`src/chunked_sector_stream_demux_unit_macros.svh`:
```
// Assertion macros for the chunked sector stream demux.
// Each macro expects clk and arst_n in scope at the point of use.
`ifndef CHUNKED_SECTOR_STREAM_DEMUX_UNIT_MACROS_SVH
`define CHUNKED_SECTOR_STREAM_DEMUX_UNIT_MACROS_SVH

// Condition that must hold at every clock edge outside reset.
`define CSDU_ASSERT_ALWAYS(lbl, cond) \
	lbl: assert property (@(posedge clk) disable iff (!arst_n) (cond)) \
		else $error("csdu: invariant violated");

// Same-cycle implication.
`define CSDU_ASSERT_IMPLY(lbl, ante, cons) \
	lbl: assert property (@(posedge clk) disable iff (!arst_n) (ante) |-> (cons)) \
		else $error("csdu: implication violated");

// Next-cycle implication.
`define CSDU_ASSERT_NEXT(lbl, ante, cons) \
	lbl: assert property (@(posedge clk) disable iff (!arst_n) (ante) |=> (cons)) \
		else $error("csdu: next-cycle implication violated");

`endif

```
`src/csdu_pkg.sv`:
```
// Shared types and constants for the chunked sector stream demux.
// No dependencies.
`timescale 1ns / 1ps

package csdu_pkg;

	localparam int DATA_SLOTS_DEF    = 8;
	localparam int CHUNK_SLOTS_DEF   = 4;
	localparam int AUDIO_SECTORS_DEF = 64;

	localparam int ACTION_W  = 2;
	localparam int WORD_W    = 16;
	localparam int CNT_W     = 16;
	localparam int POS_W     = 24;
	localparam int START_W   = 19;
	localparam int TARGET_W  = 3;
	localparam int SLOT_W    = 8;
	localparam int DLEFT_W   = 5;
	localparam int SECTOR_SH = 11;
	localparam int CFG_IDX_W = 1;
	localparam int CFG_W     = START_W;

	localparam logic [WORD_W-1:0]   TERMINATOR_ID = 16'hFFFF;
	localparam logic [CNT_W-1:0]    CNT_MAX       = 16'hFFFF;
	localparam logic [TARGET_W-1:0] TARGET_RST    = 3'd4;

	localparam logic [ACTION_W-1:0] ACT_DATA    = 2'd0;
	localparam logic [ACTION_W-1:0] ACT_OTHER   = 2'd1;
	localparam logic [ACTION_W-1:0] ACT_REQUEST = 2'd2;

	localparam logic [CFG_IDX_W-1:0] CFG_START_POSITION = 1'b0;
	localparam logic [CFG_IDX_W-1:0] CFG_INITIAL_TARGET = 1'b1;

	typedef enum logic [2:0] {
		EV_DATA       = 3'd0,
		EV_AUDIO      = 3'd1,
		EV_HEADER     = 3'd2,
		EV_TERMINATOR = 3'd3,
		EV_PAUSED     = 3'd4,
		EV_IGNORED    = 3'd5,
		EV_TRANSFER   = 3'd6,
		EV_FINISHED   = 3'd7
	} event_kind_t;

	typedef struct packed {
		event_kind_t       kind;
		logic [SLOT_W-1:0] slot;
		logic              half;
		logic              pause;
		logic              resume;
		logic [POS_W-1:0]  pos;
	} result_t;

endpackage

```
`src/csdu_step.sv`:
```
// Stream state and per-transaction decision logic of the sector demux.
// Depends on csdu_pkg; assertions from chunked_sector_stream_demux_unit_macros.svh.
`timescale 1ns / 1ps

`include "chunked_sector_stream_demux_unit_macros.svh"

module csdu_step #(
	parameter int DATA_SLOTS    = csdu_pkg::DATA_SLOTS_DEF,
	parameter int CHUNK_SLOTS   = csdu_pkg::CHUNK_SLOTS_DEF,
	parameter int AUDIO_SECTORS = csdu_pkg::AUDIO_SECTORS_DEF
) (
	input  logic                                clk,
	input  logic                                arst_n,
	input  logic                                cfg_we,
	input  logic [csdu_pkg::CFG_IDX_W-1:0]      cfg_index,
	input  logic [csdu_pkg::CFG_W-1:0]          cfg_data,
	input  logic                                en,
	input  logic [csdu_pkg::ACTION_W-1:0]       action,
	input  logic [csdu_pkg::WORD_W-1:0]         header_id,
	input  logic [csdu_pkg::WORD_W-1:0]         header_length,
	output csdu_pkg::result_t                   res
);
	import csdu_pkg::*;

	localparam int DSW = $clog2(DATA_SLOTS);
	localparam int CSW = $clog2(CHUNK_SLOTS);
	localparam int AW  = $clog2(AUDIO_SECTORS + 1);
	localparam logic [DSW-1:0] DS_LAST = DSW'(DATA_SLOTS - 1);
	localparam logic [CSW-1:0] CS_LAST = CSW'(CHUNK_SLOTS - 1);
	localparam logic [AW-1:0]  AUDIO_N = AW'(AUDIO_SECTORS);

	logic [DLEFT_W-1:0] data_left_q,   data_left_d;
	logic [AW-1:0]      audio_left_q,  audio_left_d;
	logic [CNT_W-1:0]   chunks_read_q, chunks_read_d;
	logic [CNT_W-1:0]   target_q,      target_d;
	logic [CNT_W-1:0]   chunks_sent_q, chunks_sent_d;
	logic [DSW-1:0]     dslot_q,       dslot_d;
	logic [CSW-1:0]     cslot_q,       cslot_d;
	logic [SLOT_W-1:0]  aslot_q,       aslot_d;
	logic               ended_q,       ended_d;
	logic               reading_q,     reading_d;
	logic [POS_W-1:0]   pos_q,         pos_d;
	logic [DLEFT_W-1:0] hdr_data;
	logic [DSW-1:0]     dslot_inc;

	assign hdr_data  = header_length[SECTOR_SH +: DLEFT_W];
	assign dslot_inc = (dslot_q == DS_LAST) ? '0 : dslot_q + DSW'(1);

	always_comb begin
		data_left_d   = data_left_q;
		audio_left_d  = audio_left_q;
		chunks_read_d = chunks_read_q;
		target_d      = target_q;
		chunks_sent_d = chunks_sent_q;
		dslot_d       = dslot_q;
		cslot_d       = cslot_q;
		aslot_d       = aslot_q;
		ended_d       = ended_q;
		reading_d     = reading_q;
		pos_d         = pos_q;
		res.kind      = EV_IGNORED;
		res.slot      = '0;
		res.half      = 1'b0;
		res.pause     = 1'b0;
		res.resume    = 1'b0;
		if (action == ACT_DATA || action == ACT_OTHER) begin
			if (ended_q) begin
				res.pause = 1'b1;
				reading_d = 1'b0;
			end else if (action == ACT_DATA) begin
				if (data_left_q != '0) begin
					res.kind    = EV_DATA;
					res.slot    = SLOT_W'(dslot_q);
					dslot_d     = dslot_inc;
					data_left_d = data_left_q - DLEFT_W'(1);
				end else if (audio_left_q != '0) begin
					res.kind     = EV_AUDIO;
					res.slot     = aslot_q;
					aslot_d      = aslot_q + SLOT_W'(1);
					audio_left_d = audio_left_q - AW'(1);
				end else if (chunks_read_q < target_q) begin
					res.slot = SLOT_W'(dslot_q);
					dslot_d  = dslot_inc;
					if (header_id == TERMINATOR_ID) begin
						res.kind  = EV_TERMINATOR;
						res.pause = 1'b1;
						ended_d   = 1'b1;
						reading_d = 1'b0;
					end else begin
						res.kind      = EV_HEADER;
						data_left_d   = hdr_data;
						audio_left_d  = AUDIO_N;
						pos_d         = pos_q + POS_W'(1) + POS_W'(hdr_data)
							+ POS_W'(AUDIO_SECTORS);
						chunks_read_d = chunks_read_q + CNT_W'(1);
					end
				end else begin
					res.kind  = EV_PAUSED;
					res.pause = 1'b1;
					reading_d = 1'b0;
				end
			end
		end else if (action == ACT_REQUEST) begin
			if (ended_q && chunks_sent_q > chunks_read_q) begin
				res.kind = EV_FINISHED;
			end else begin
				res.kind      = EV_TRANSFER;
				res.slot      = SLOT_W'(cslot_q);
				res.half      = chunks_sent_q[0];
				chunks_sent_d = chunks_sent_q + CNT_W'(1);
				// slot ring restarts whenever the 16-bit count wraps
				if (chunks_sent_q == CNT_MAX || cslot_q == CS_LAST) begin
					cslot_d = '0;
				end else begin
					cslot_d = cslot_q + CSW'(1);
				end
				if (!ended_q) begin
					target_d = target_q + CNT_W'(1);
					if (!reading_q) begin
						reading_d  = 1'b1;
						res.resume = 1'b1;
					end
				end
			end
		end
		res.pos = pos_d;
	end

	always_ff @(posedge clk or negedge arst_n) begin
		if (!arst_n) begin
			data_left_q   <= '0;
			audio_left_q  <= '0;
			chunks_read_q <= '0;
			target_q      <= CNT_W'(TARGET_RST);
			chunks_sent_q <= '0;
			dslot_q       <= '0;
			cslot_q       <= '0;
			aslot_q       <= '0;
			ended_q       <= 1'b0;
			reading_q     <= 1'b1;
			pos_q         <= '0;
		end else if (cfg_we) begin
			case (cfg_index)
				CFG_START_POSITION: pos_q    <= POS_W'(cfg_data);
				CFG_INITIAL_TARGET: target_q <= CNT_W'(cfg_data[TARGET_W-1:0]);
				default: ;
			endcase
		end else if (en) begin
			data_left_q   <= data_left_d;
			audio_left_q  <= audio_left_d;
			chunks_read_q <= chunks_read_d;
			target_q      <= target_d;
			chunks_sent_q <= chunks_sent_d;
			dslot_q       <= dslot_d;
			cslot_q       <= cslot_d;
			aslot_q       <= aslot_d;
			ended_q       <= ended_d;
			reading_q     <= reading_d;
			pos_q         <= pos_d;
		end
	end

	`CSDU_ASSERT_ALWAYS(a_dslot_range, dslot_q <= DS_LAST)
	`CSDU_ASSERT_ALWAYS(a_cslot_range, cslot_q <= CS_LAST)
	`CSDU_ASSERT_IMPLY(a_audio_after_data, data_left_q != '0, audio_left_q == AUDIO_N)
	`CSDU_ASSERT_NEXT(a_pause_stops, en && !cfg_we && res.pause, !reading_q)

endmodule

```
`src/chunked_sector_stream_demux_unit.sv`:
```
// Top level of the chunked sector stream demux: input stage, step logic, result register.
// Depends on csdu_pkg, csdu_step and chunked_sector_stream_demux_unit_macros.svh.
`timescale 1ns / 1ps

// Usage:
//   s_* channel carries drive and playback events: s_tuser is the action
//   (0 data sector ready, 1 other drive interrupt, 2 playback request), s_tdata the
//   first two 16-bit words of the sector (header id, header length).
//   m_* channel returns exactly one result per accepted transaction: m_tuser the
//   event kind, m_tdata the slot, transfer half, drive pause/resume and the
//   sector address of the next chunk header.
//   cfg_we/cfg_index/cfg_data load start_position (index 0) and initial_target
//   (index 1); write only while no transaction is in flight.
// Path: an accepted transaction is captured in the input register, and its result is
//   then captured in the result register, which drives m_*.
// Throughput: one transaction per cycle while m_* is not stalled; the state update
//   is a single pass of counter logic between the input and result registers.
// Reset: all counters clear, the chunk target returns to 4, the drive is
//   considered reading, read position 0; both channels come up empty.
// Stall: while m_tready is low the result holds, one more transaction sits in
//   the input register, and s_tready drops once both are full.

`include "chunked_sector_stream_demux_unit_macros.svh"

module chunked_sector_stream_demux_unit #(
	parameter int DATA_SLOTS    = csdu_pkg::DATA_SLOTS_DEF,
	parameter int CHUNK_SLOTS   = csdu_pkg::CHUNK_SLOTS_DEF,
	parameter int AUDIO_SECTORS = csdu_pkg::AUDIO_SECTORS_DEF
) (
	input  logic                           clk,
	input  logic                           arst_n,
	input  logic                           cfg_we,
	input  logic [csdu_pkg::CFG_IDX_W-1:0] cfg_index,
	input  logic [csdu_pkg::CFG_W-1:0]     cfg_data,
	input  logic                           s_tvalid,
	output logic                           s_tready,
	input  logic [31:0]                    s_tdata,  // header_id, header_length
	input  logic [1:0]                     s_tuser,  // action
	output logic                           m_tvalid,
	input  logic                           m_tready,
	// buffer_slot, transfer_half, drive_pause, drive_resume, read_position, zero pad
	output logic [39:0]                    m_tdata,
	output logic [2:0]                     m_tuser   // event_kind
);
	import csdu_pkg::*;

	logic                valid_s1;
	logic [ACTION_W-1:0] action_s1;
	logic [WORD_W-1:0]   id_s1;
	logic [WORD_W-1:0]   len_s1;
	logic                out_valid_q;
	result_t             res_q;
	result_t             res;
	logic                advance;
	logic                step_en;

	assign advance  = !out_valid_q || m_tready;
	assign step_en  = valid_s1 && advance;
	assign s_tready = !valid_s1 || advance;

	always_ff @(posedge clk or negedge arst_n) begin
		if (!arst_n) begin
			valid_s1 <= 1'b0;
		end else if (s_tready) begin
			valid_s1 <= s_tvalid;
		end
	end

	always_ff @(posedge clk) begin
		if (s_tready && s_tvalid) begin
			action_s1 <= s_tuser;
			id_s1     <= s_tdata[15:0];
			len_s1    <= s_tdata[31:16];
		end
	end

	csdu_step #(
		.DATA_SLOTS   (DATA_SLOTS),
		.CHUNK_SLOTS  (CHUNK_SLOTS),
		.AUDIO_SECTORS(AUDIO_SECTORS)
	) u_step (
		.clk          (clk),
		.arst_n       (arst_n),
		.cfg_we       (cfg_we),
		.cfg_index    (cfg_index),
		.cfg_data     (cfg_data),
		.en           (step_en),
		.action       (action_s1),
		.header_id    (id_s1),
		.header_length(len_s1),
		.res          (res)
	);

	always_ff @(posedge clk or negedge arst_n) begin
		if (!arst_n) begin
			out_valid_q <= 1'b0;
		end else if (advance) begin
			out_valid_q <= valid_s1;
		end
	end

	always_ff @(posedge clk) begin
		if (step_en) begin
			res_q <= res;
		end
	end

	assign m_tvalid = out_valid_q;
	assign m_tuser  = res_q.kind;
	assign m_tdata  = {5'b0, res_q.pos, res_q.resume, res_q.pause, res_q.half, res_q.slot};

	`CSDU_ASSERT_IMPLY(a_no_pause_resume, out_valid_q, !(res_q.pause && res_q.resume))
	`CSDU_ASSERT_IMPLY(a_resume_on_transfer, out_valid_q && res_q.resume, res_q.kind == EV_TRANSFER)
	`CSDU_ASSERT_NEXT(a_out_hold, out_valid_q && !m_tready, out_valid_q)

endmodule
```
`config.mk`:
```
export PLATFORM = sky130hd
export DESIGN_NAME = chunked_sector_stream_demux_unit
export DESIGN_NICKNAME = d
export VERILOG_FILES = /design/src/csdu_pkg.sv /design/src/csdu_step.sv /design/src/chunked_sector_stream_demux_unit.sv
export VERILOG_INCLUDE_DIRS = /design/src /design/src/src
export SDC_FILE = /design/constraint.sdc
export NUM_CORES = 1
export LEC_CHECK = 0
export ABC_AREA = 1
export BUFFER_PORTS_ARGS = -buffer_cell sky130_fd_sc_hd__buf_2
export CORE_ASPECT_RATIO = 0.7
export CORE_UTILIZATION = 59
export CTS_CLUSTER_SIZE = 16
export DETAILED_ROUTE_END_ITERATION = 10
export PLACE_DENSITY = 0.87
export SLEW_MARGIN = 20
export SYNTH_ARGS = -nofsm -noshare
export SYNTH_HDL_FRONTEND = slang
export SYNTH_SLANG_ARGS = --single-unit
```
`constraint.sdc`:
```
create_clock -name clk -period 2.65 [get_ports clk]
set_input_delay 0.3975 -clock clk [delete_from_list [all_inputs] [get_ports clk]]
set_output_delay 0.3975 -clock clk [all_outputs]
set_load 0.05 [all_outputs]
```
==> results.md, run 1 <==
* Layout cells sized above 1 at 0.164
* Critical Path RT at 2.97 ns
* Internal power at 4.41 mW
* Reg2reg end: u_step.dslot_q[1]
* CTS tree: yes
* Tot Pwr at 6.56 mW
* Core Box Area at 14,900 um^2
* Status: completed
* Clock Sinks at 162
* Die H at 106 um
* Pwr/cell area at 625 nW/um^2
* Area grow syn2layout at 15.4%
* Seq cells post-synth at 162
* Worst-path clk slew at 0.07 ns
* Cell variety after synth at 53
* Post-DRT Antenna Nets at 0
* H-tree depth at 4
* Worst vdd ir at 0.425 mV
* Largest family of logic cells by synthesized area: simple AND/OR/NAND/NOR gates
* Register area share after synthesis at 0.480
* Vias after detailed routing at 7,955
* Post-DR wirelength/cell at 16.5 um
* Crit. End Element: flip-flop
* Gr ovfl total at 0
* First DRT Iteration DRCs at 978
* Period minus WS final at 2.56 ns
* Max Used Layer: met4
* Fmax at 0.391 GHz
* Placed cell area at 9850 um^2
* Max-slew violations at 0
* Flop2flop setup slack at 0.09 ns
* Simple-gate share of the synthesized area at 0.265
* Warnings from Yosys at 0
* Hold Startpoint: s_tdata[6]
* GPL Wtd Cong at 0.977
* Switching Share at 0.327
* Post-DP HPWL at 16.4 mm
* Clk_skew at 0.0110 ns
* Post-synthesis cell area at 9090 um^2
* Die W at 150 um
* Synth Flop Type: dfrtp_1
* Critical path arrival at 2.88 ns
* Post-synthesis mux area share at 0.00124
* Hold WS at 0.148 ns
* Design area at 10,500 um^2
* Syn Area/Cell at 8.40 um^2
* Final setup vio count at 0
* Total track usage at 0.304
* Hold Path End: id_s1[6]
* First-pass GRT wire length at 37.0 mm
* Worst slew pin tran at 0.580 ns
* Drt first pass iters at 6
* Worst Hold Class: in2reg
* Initial Utilization at 0.612
* Vias in the first global route at 7,548
* P_sw at 2.14 mW
* Drt drc at 0
* Reg2reg start: u_step.target_q[2]
* Die area at 15,900 um^2
* Post-Synth XOR/XNOR Area at 0.0432
* Metal-1 WL at 9.86 mm
* Met2 wire len at 10.5 mm
* EDFF count, synth at 61
* Worst setup path class: reg2reg
* Port bufs at 87
* Detail Route met3 WL at 2.44 mm
* Pin count of the biggest net entering global routing at 50
* Leakage at 4.94 nW
* Period utilization at 0.966
* # rows at 37
* Initial antenna violation count at 1
* Total Wirelength at 23.3 mm
* Hold Path Stages at 1
* Via density at 5.65
* Critical path peak fanout at 7
* Worst Reg-to-Reg Cells at 17
* Clock power share at 0.361
* Post-synthesis async set-or-reset flop share at 0.623
* Logic gate share of total power at 0.181
* CTS buffer count at 17
* Worst Setup Start Kind: flip-flop
* Worst skew pair latency at 0.43 ns
* Sequential power share at 0.458
* Post-synthesis adder-cell area fraction at 0.0641
* Root Buffer: clkbuf_16
* Final net count at 1,305
* CTS Buffer Depth at 2
* I/O pins at 104
* Final Hold Vio Count at 0
* Cell count after synthesis at 1,083
* Max Cap Viol at 0
* Final setup TNS at 0 ns
* Max_slew headroom at 0.613
* Compound-cell area share of the yosys netlist at 0.0746
* Unrepaired setup endpoints after global routing: yes
-- area by class of cell --
class | instances | area (um^2)
Tap cell | 195 | 244
Sequential cell | 162 | 4360
Inverter | 149 | 561
Antenna cell | 1 | 2.50
Clock buffer | 19 | 443
Clock inverter | 13 | 116
Multi-Input combinational cell | 759 | 4130
Fill cell | 1043 | 4370
Timing Repair Buffer | 111 | 633
-- placed cells by master, fill, tap and decap left out, types with 3 or more instances in the layout --
master     instances
inv_6              6
nor4_1             4
inv_2              9
nand2_1          270
buf_4             23
dfrtp_1           99
clkbuf_16         17
nand2_2            8
edfxtp_1          61
a21oi_1           29
o21ai_1           22
nor3_2             3
nand4_1           31
o22ai_1            3
ha_1              45
o21bai_1           3
o21ai_0           47
clkinv_4           3
nor2_2            10
nand3_1           62
inv_1            138
nor2_4             6
xnor2_1           10
buf_2             86
conb_1             5
nand3_2            4
xor2_1            32
nor3_1            29
nor2_1            99
a31oi_1            6
-- stage by stage --
step / std cells / setup slack, ns / util
after floorplan: 1087 / 0.496 / -
after global placement: 1369 / 0.213 / 0.663
after detailed placement: 1369 / 0.116 / 0.663
after CTS: 1402 / 0.0489 / 0.701
after global routing: 1409 / -0.0326 / 0.706
final: 1409 / 0.0912 / 0.706
-- synth_stat cells, drive strengths merged, types with 5 or more instances --
master,number,area share
nand3,66,0.038
o21ai,70,0.039
nor3,34,0.023
inv,148,0.061
a31oi,6,0.0041
nand4,31,0.021
clkbuf,7,0.0029
edfxtp,61,0.20
nand2,280,0.12
a21oi,31,0.017
nor4,5,0.0041
dfrtp,99,0.27
nor2,114,0.054
ha,45,0.062
xor2,34,0.034
buf,11,0.0072
xnor2,10,0.0096
-- power by group through the flow --
stage,Combinational (mW),Clock (mW),Sequential (mW)
floorplan,0.534,0,3.31
global placement,1.11,0,3.03
detailed placement,1.14,0,3.04
CTS,1.17,2.36,3.00
global route,1.29,2.47,3.02
finish,1.19,2.37,3.00
-- sequential cells by signal, indices dropped and copies added (netlist names), 3 cells and up --
| signal | count |
|---|---|
| u_step.chunks_sent_q | 16 |
| len_s1 | 5 |
| m_tuser | 3 |
| u_step.data_left_q | 5 |
| u_step.target_q | 16 |
| u_step.chunks_read_q | 16 |
| u_step.aslot_q | 8 |
| id_s1 | 16 |
| u_step.dslot_q | 3 |
| u_step.audio_left_q | 7 |
| m_tdata | 35 |
| u_step.pos_q | 24 |
-- repair_timing --
item,in CTS,in global routing
endpoints found under the setup margin,0,30
resized for setup,0,8
hold buffers,1,0
buffers inserted,0,5
hold endpoints to repair,33,0
-- routing by layer --
metal  vias to the layer above  track usage
li1                       3800            -
met2                       475        0.465
met4                         0        0.113
met3                        60       0.0597
met1                      3620        0.427
met5                         -            0
-- worst max-delay path, cell delays in order (launching register included) --
cell	delay, ns
dfstp_2	0.58
inv_1	0.06
ha_1	0.29
nand2_1	0.07
inv_1	0.03
nand2_1	0.06
nand2_1	0.06
nand2_1	0.06
nand2_1	0.05
nand2_2	0.14
nand2_4	0.11
nand2_1	0.14
nand2_2	0.10
nor3_4	0.33
buf_4	0.20
inv_1	0.06
nand2_1	0.06
nand2_1	0.06
-- cells by family after synthesis --
logic type | count (synthesis)
simple gates | 538
buf+inv | 167
flops | 162
compound gates | 124
fa+ha+maj | 46
xor+xnor | 44
other cells | 1
mux | 1
-- worst max-delay path by stage --
stage | startpoint | end | slack [ns] | depth (start not counted)
finish | u_step.target_q[2] | u_step.dslot_q[1] | 0.09 | 17
global route | u_step.target_q[2] | u_step.dslot_q[1] | -0.03 | 17
CTS | u_step.target_q[2] | u_step.data_left_q[1] | 0.05 | 16
detailed placement | u_step.target_q[2] | u_step.data_left_q[2] | 0.12 | 16
global placement | u_step.target_q[2] | u_step.data_left_q[1] | 0.21 | 16
floorplan | u_step.target_q[2] | u_step.data_left_q[0] | 0.50 | 16
Note: power is estimated with default switching activity, not from simulation.
==> run 2: changes to the inputs <==
--- a/config.mk
+++ b/config.mk
@@ -12,6 +12,7 @@
 export CORE_UTILIZATION = 59
 export CTS_CLUSTER_SIZE = 16
 export DETAILED_ROUTE_END_ITERATION = 10
+export HOLD_SLACK_MARGIN = 0.15
 export PLACE_DENSITY = 0.87
 export SLEW_MARGIN = 20
 export SYNTH_ARGS = -nofsm -noshare
==> run 2 against run 1 <==
Effect of this change: clock power barely moved; non-clock buffer count rose by 15; critical endpoint unchanged; critical path type unchanged; routed wire length rose by 4.7%.
==> results.md, run 2 (same netlist as run 1, synthesis figures left out) <==
* Worst Setup Start Kind: flip-flop
* Switching Share at 0.329
* Worst slew pin tran at 0.586 ns
* Commonest non-fill, non-tap cells in the layout: 270 x nand2_1, 138 x inv_1, 99 x nor2_1, 99 x dfrtp_1, 86 x buf_2
* Unrepaired setup endpoints after global routing: yes
* Pwr/cell area at 620 nW/um^2
* Commonest non-fill, non-tap cell in the layout: nand2_1
* WP buf/inv at 4
* Post-DRT Antenna Nets at 0
* Worst Hold Class: in2reg
* Layout cells sized above 1 at 0.162
* Area grow syn2layout at 17.0%
* Tot Pwr at 6.60 mW
* Design area at 10,600 um^2
* Die area at 15,900 um^2
* DP Worst Slack at 0.116 ns
* Critical Path RT at 2.97 ns
* Worst skew pair latency at 0.43 ns
* # rows at 37
* Clk_skew at 0.0110 ns
* Period utilization at 0.980
* Vias in the first global route at 7,598
* Core Box Area at 14,900 um^2
* First-pass GRT wire length at 37.1 mm
* Port bufs at 87
* Worst setup margin at 0.0533 ns
* Gr ovfl total at 0
* Critical path peak fanout at 7
* CTS tree: yes
* Via density at 5.77
* Fmax at 0.385 GHz
* Die H at 106 um
* Pin count of the biggest net entering global routing at 50
* Clock power share at 0.360
* Crit path to: u_step.dslot_q[1]
* Critical path arrival at 2.92 ns
* Leakage at 5.00 nW
* Internal power at 4.43 mW
* Final net count at 1,320
* Critical-path cell list: inv_1, ha_1, nand2_1, inv_1, nand2_1, nand2_1, nand2_1, nand2_1, nand2_2, nand2_4, nand2_1, nand2_2, nor3_4, buf_4, inv_1, nand2_1, nand2_1
* Post-DR wirelength/cell at 17.1 um
* Die W at 150 um
* Cells after DPL at 1,369
* Post-DP HPWL at 16.4 mm
* CTS Buffer Depth at 2
* Placed cell area at 9850 um^2
* Initial Utilization at 0.612
* Worst vdd ir at 0.404 mV
* Crit. End Element: flip-flop
* Period minus WS final at 2.60 ns
* Critical path origin: u_step.target_q[2]
* Total Wirelength at 24.4 mm
* Clock Sinks at 162
* Drt drc at 0
* Max reg flops at 35
* Finished Layout Cells at 1,424
* Flop2flop setup slack at 0.05 ns
* Delay-heaviest family, CP: simple AND/OR/NAND/NOR gates
* Max-slew violations at 0
* Stages on worst setup path at 17
* GPL Wtd Cong at 0.977
* P_sw at 2.17 mW
* Worst Reg-to-Reg Cells at 17
* CTS buffer count at 17
* Final setup TNS at 0 ns
* I/O pins at 104
* Finished Core Util at 0.716
* Max Cap Viol at 0
* Worst-path clk slew at 0.07 ns
* H-tree depth at 4
* Total track usage at 0.304
* Vias after detailed routing at 8,220
* Most frequent CP cell: nand2_1
* Worst setup path class: reg2reg
* Max_slew headroom at 0.609
* First DRT Iteration DRCs at 966
* Final Hold Vio Count at 0
* Reg2reg start: u_step.target_q[2]
* Logic gate share of total power at 0.185
* Slowest stage delay, CP at 0.57 ns
* CP max stage cell: dfstp_2
* Drt first pass iters at 6
* Final setup vio count at 0
* Root Buffer: clkbuf_16
* Reg2reg end: u_step.dslot_q[1]
* Status: completed
* Hold WS at 0.152 ns
* Initial antenna violation count at 1
* Sequential power share at 0.455
run 2: how the worst min path moves through the flow:
stage / start / endpoint / slack, ns / cells after the start
finish: s_tdata[28] / len_s1[12] / 0.15 / 1
global route: s_tdata[28] / len_s1[12] / 0.15 / 1
CTS: s_tdata[27] / len_s1[11] / 0.15 / 1
detailed placement: arst_n / u_step.dslot_q[0] / 0.41 / 1
global placement: arst_n / u_step.dslot_q[0] / 0.41 / 1
floorplan: arst_n / m_tvalid / 0.10 / 0
run 2: worst register-to-register path, cell delays in order (launching register included):
cell	delay [ns]
dfstp_2	0.57
inv_1	0.07
ha_1	0.29
nand2_1	0.07
inv_1	0.04
nand2_1	0.06
nand2_1	0.05
nand2_1	0.06
nand2_1	0.06
nand2_2	0.16
nand2_4	0.13
nand2_1	0.15
nand2_2	0.10
nor3_4	0.32
buf_4	0.20
inv_1	0.06
nand2_1	0.06
nand2_1	0.06
run 2: per-layer routing:
layer  share of wire  vias to the layer above  track usage
met5               0                        -            0
met3            0.11                       94       0.0589
met4           0.035                        0        0.113
li1                -                     3824            -
met2            0.45                      538        0.468
met1            0.41                     3764        0.428
run 2: timing repair:
item	4_1_cts	5_1_grt
hold buffers	9	7
setup buffers	0	5
hold endpoints to repair	41	7
setup endpoints to repair	0	30
resized for setup	0	8
run 2: power by group through the flow:
stage          registers (mW)  logic (mW)  clock network [mW]
2_1_floorplan            3.31       0.534                   0
3_3_place_gp             3.03        1.11                   0
3_5_place_dp             3.04        1.14                   0
4_1_cts                  3.00        1.17                2.36
5_1_grt                  3.02        1.31                2.48
6_report                 3.00        1.22                2.38
run 2: area by class of cell:
cell class                      count  area, um^2
Clock inverter                     13         116
Clock buffer                       19         443
Timing Repair Buffer              126         783
Antenna cell                        1        2.50
Multi-Input combinational cell    759        4130
Inverter                          149         561
Tap cell                          195         244
Sequential cell                   162        4360
Fill cell                        1018        4220
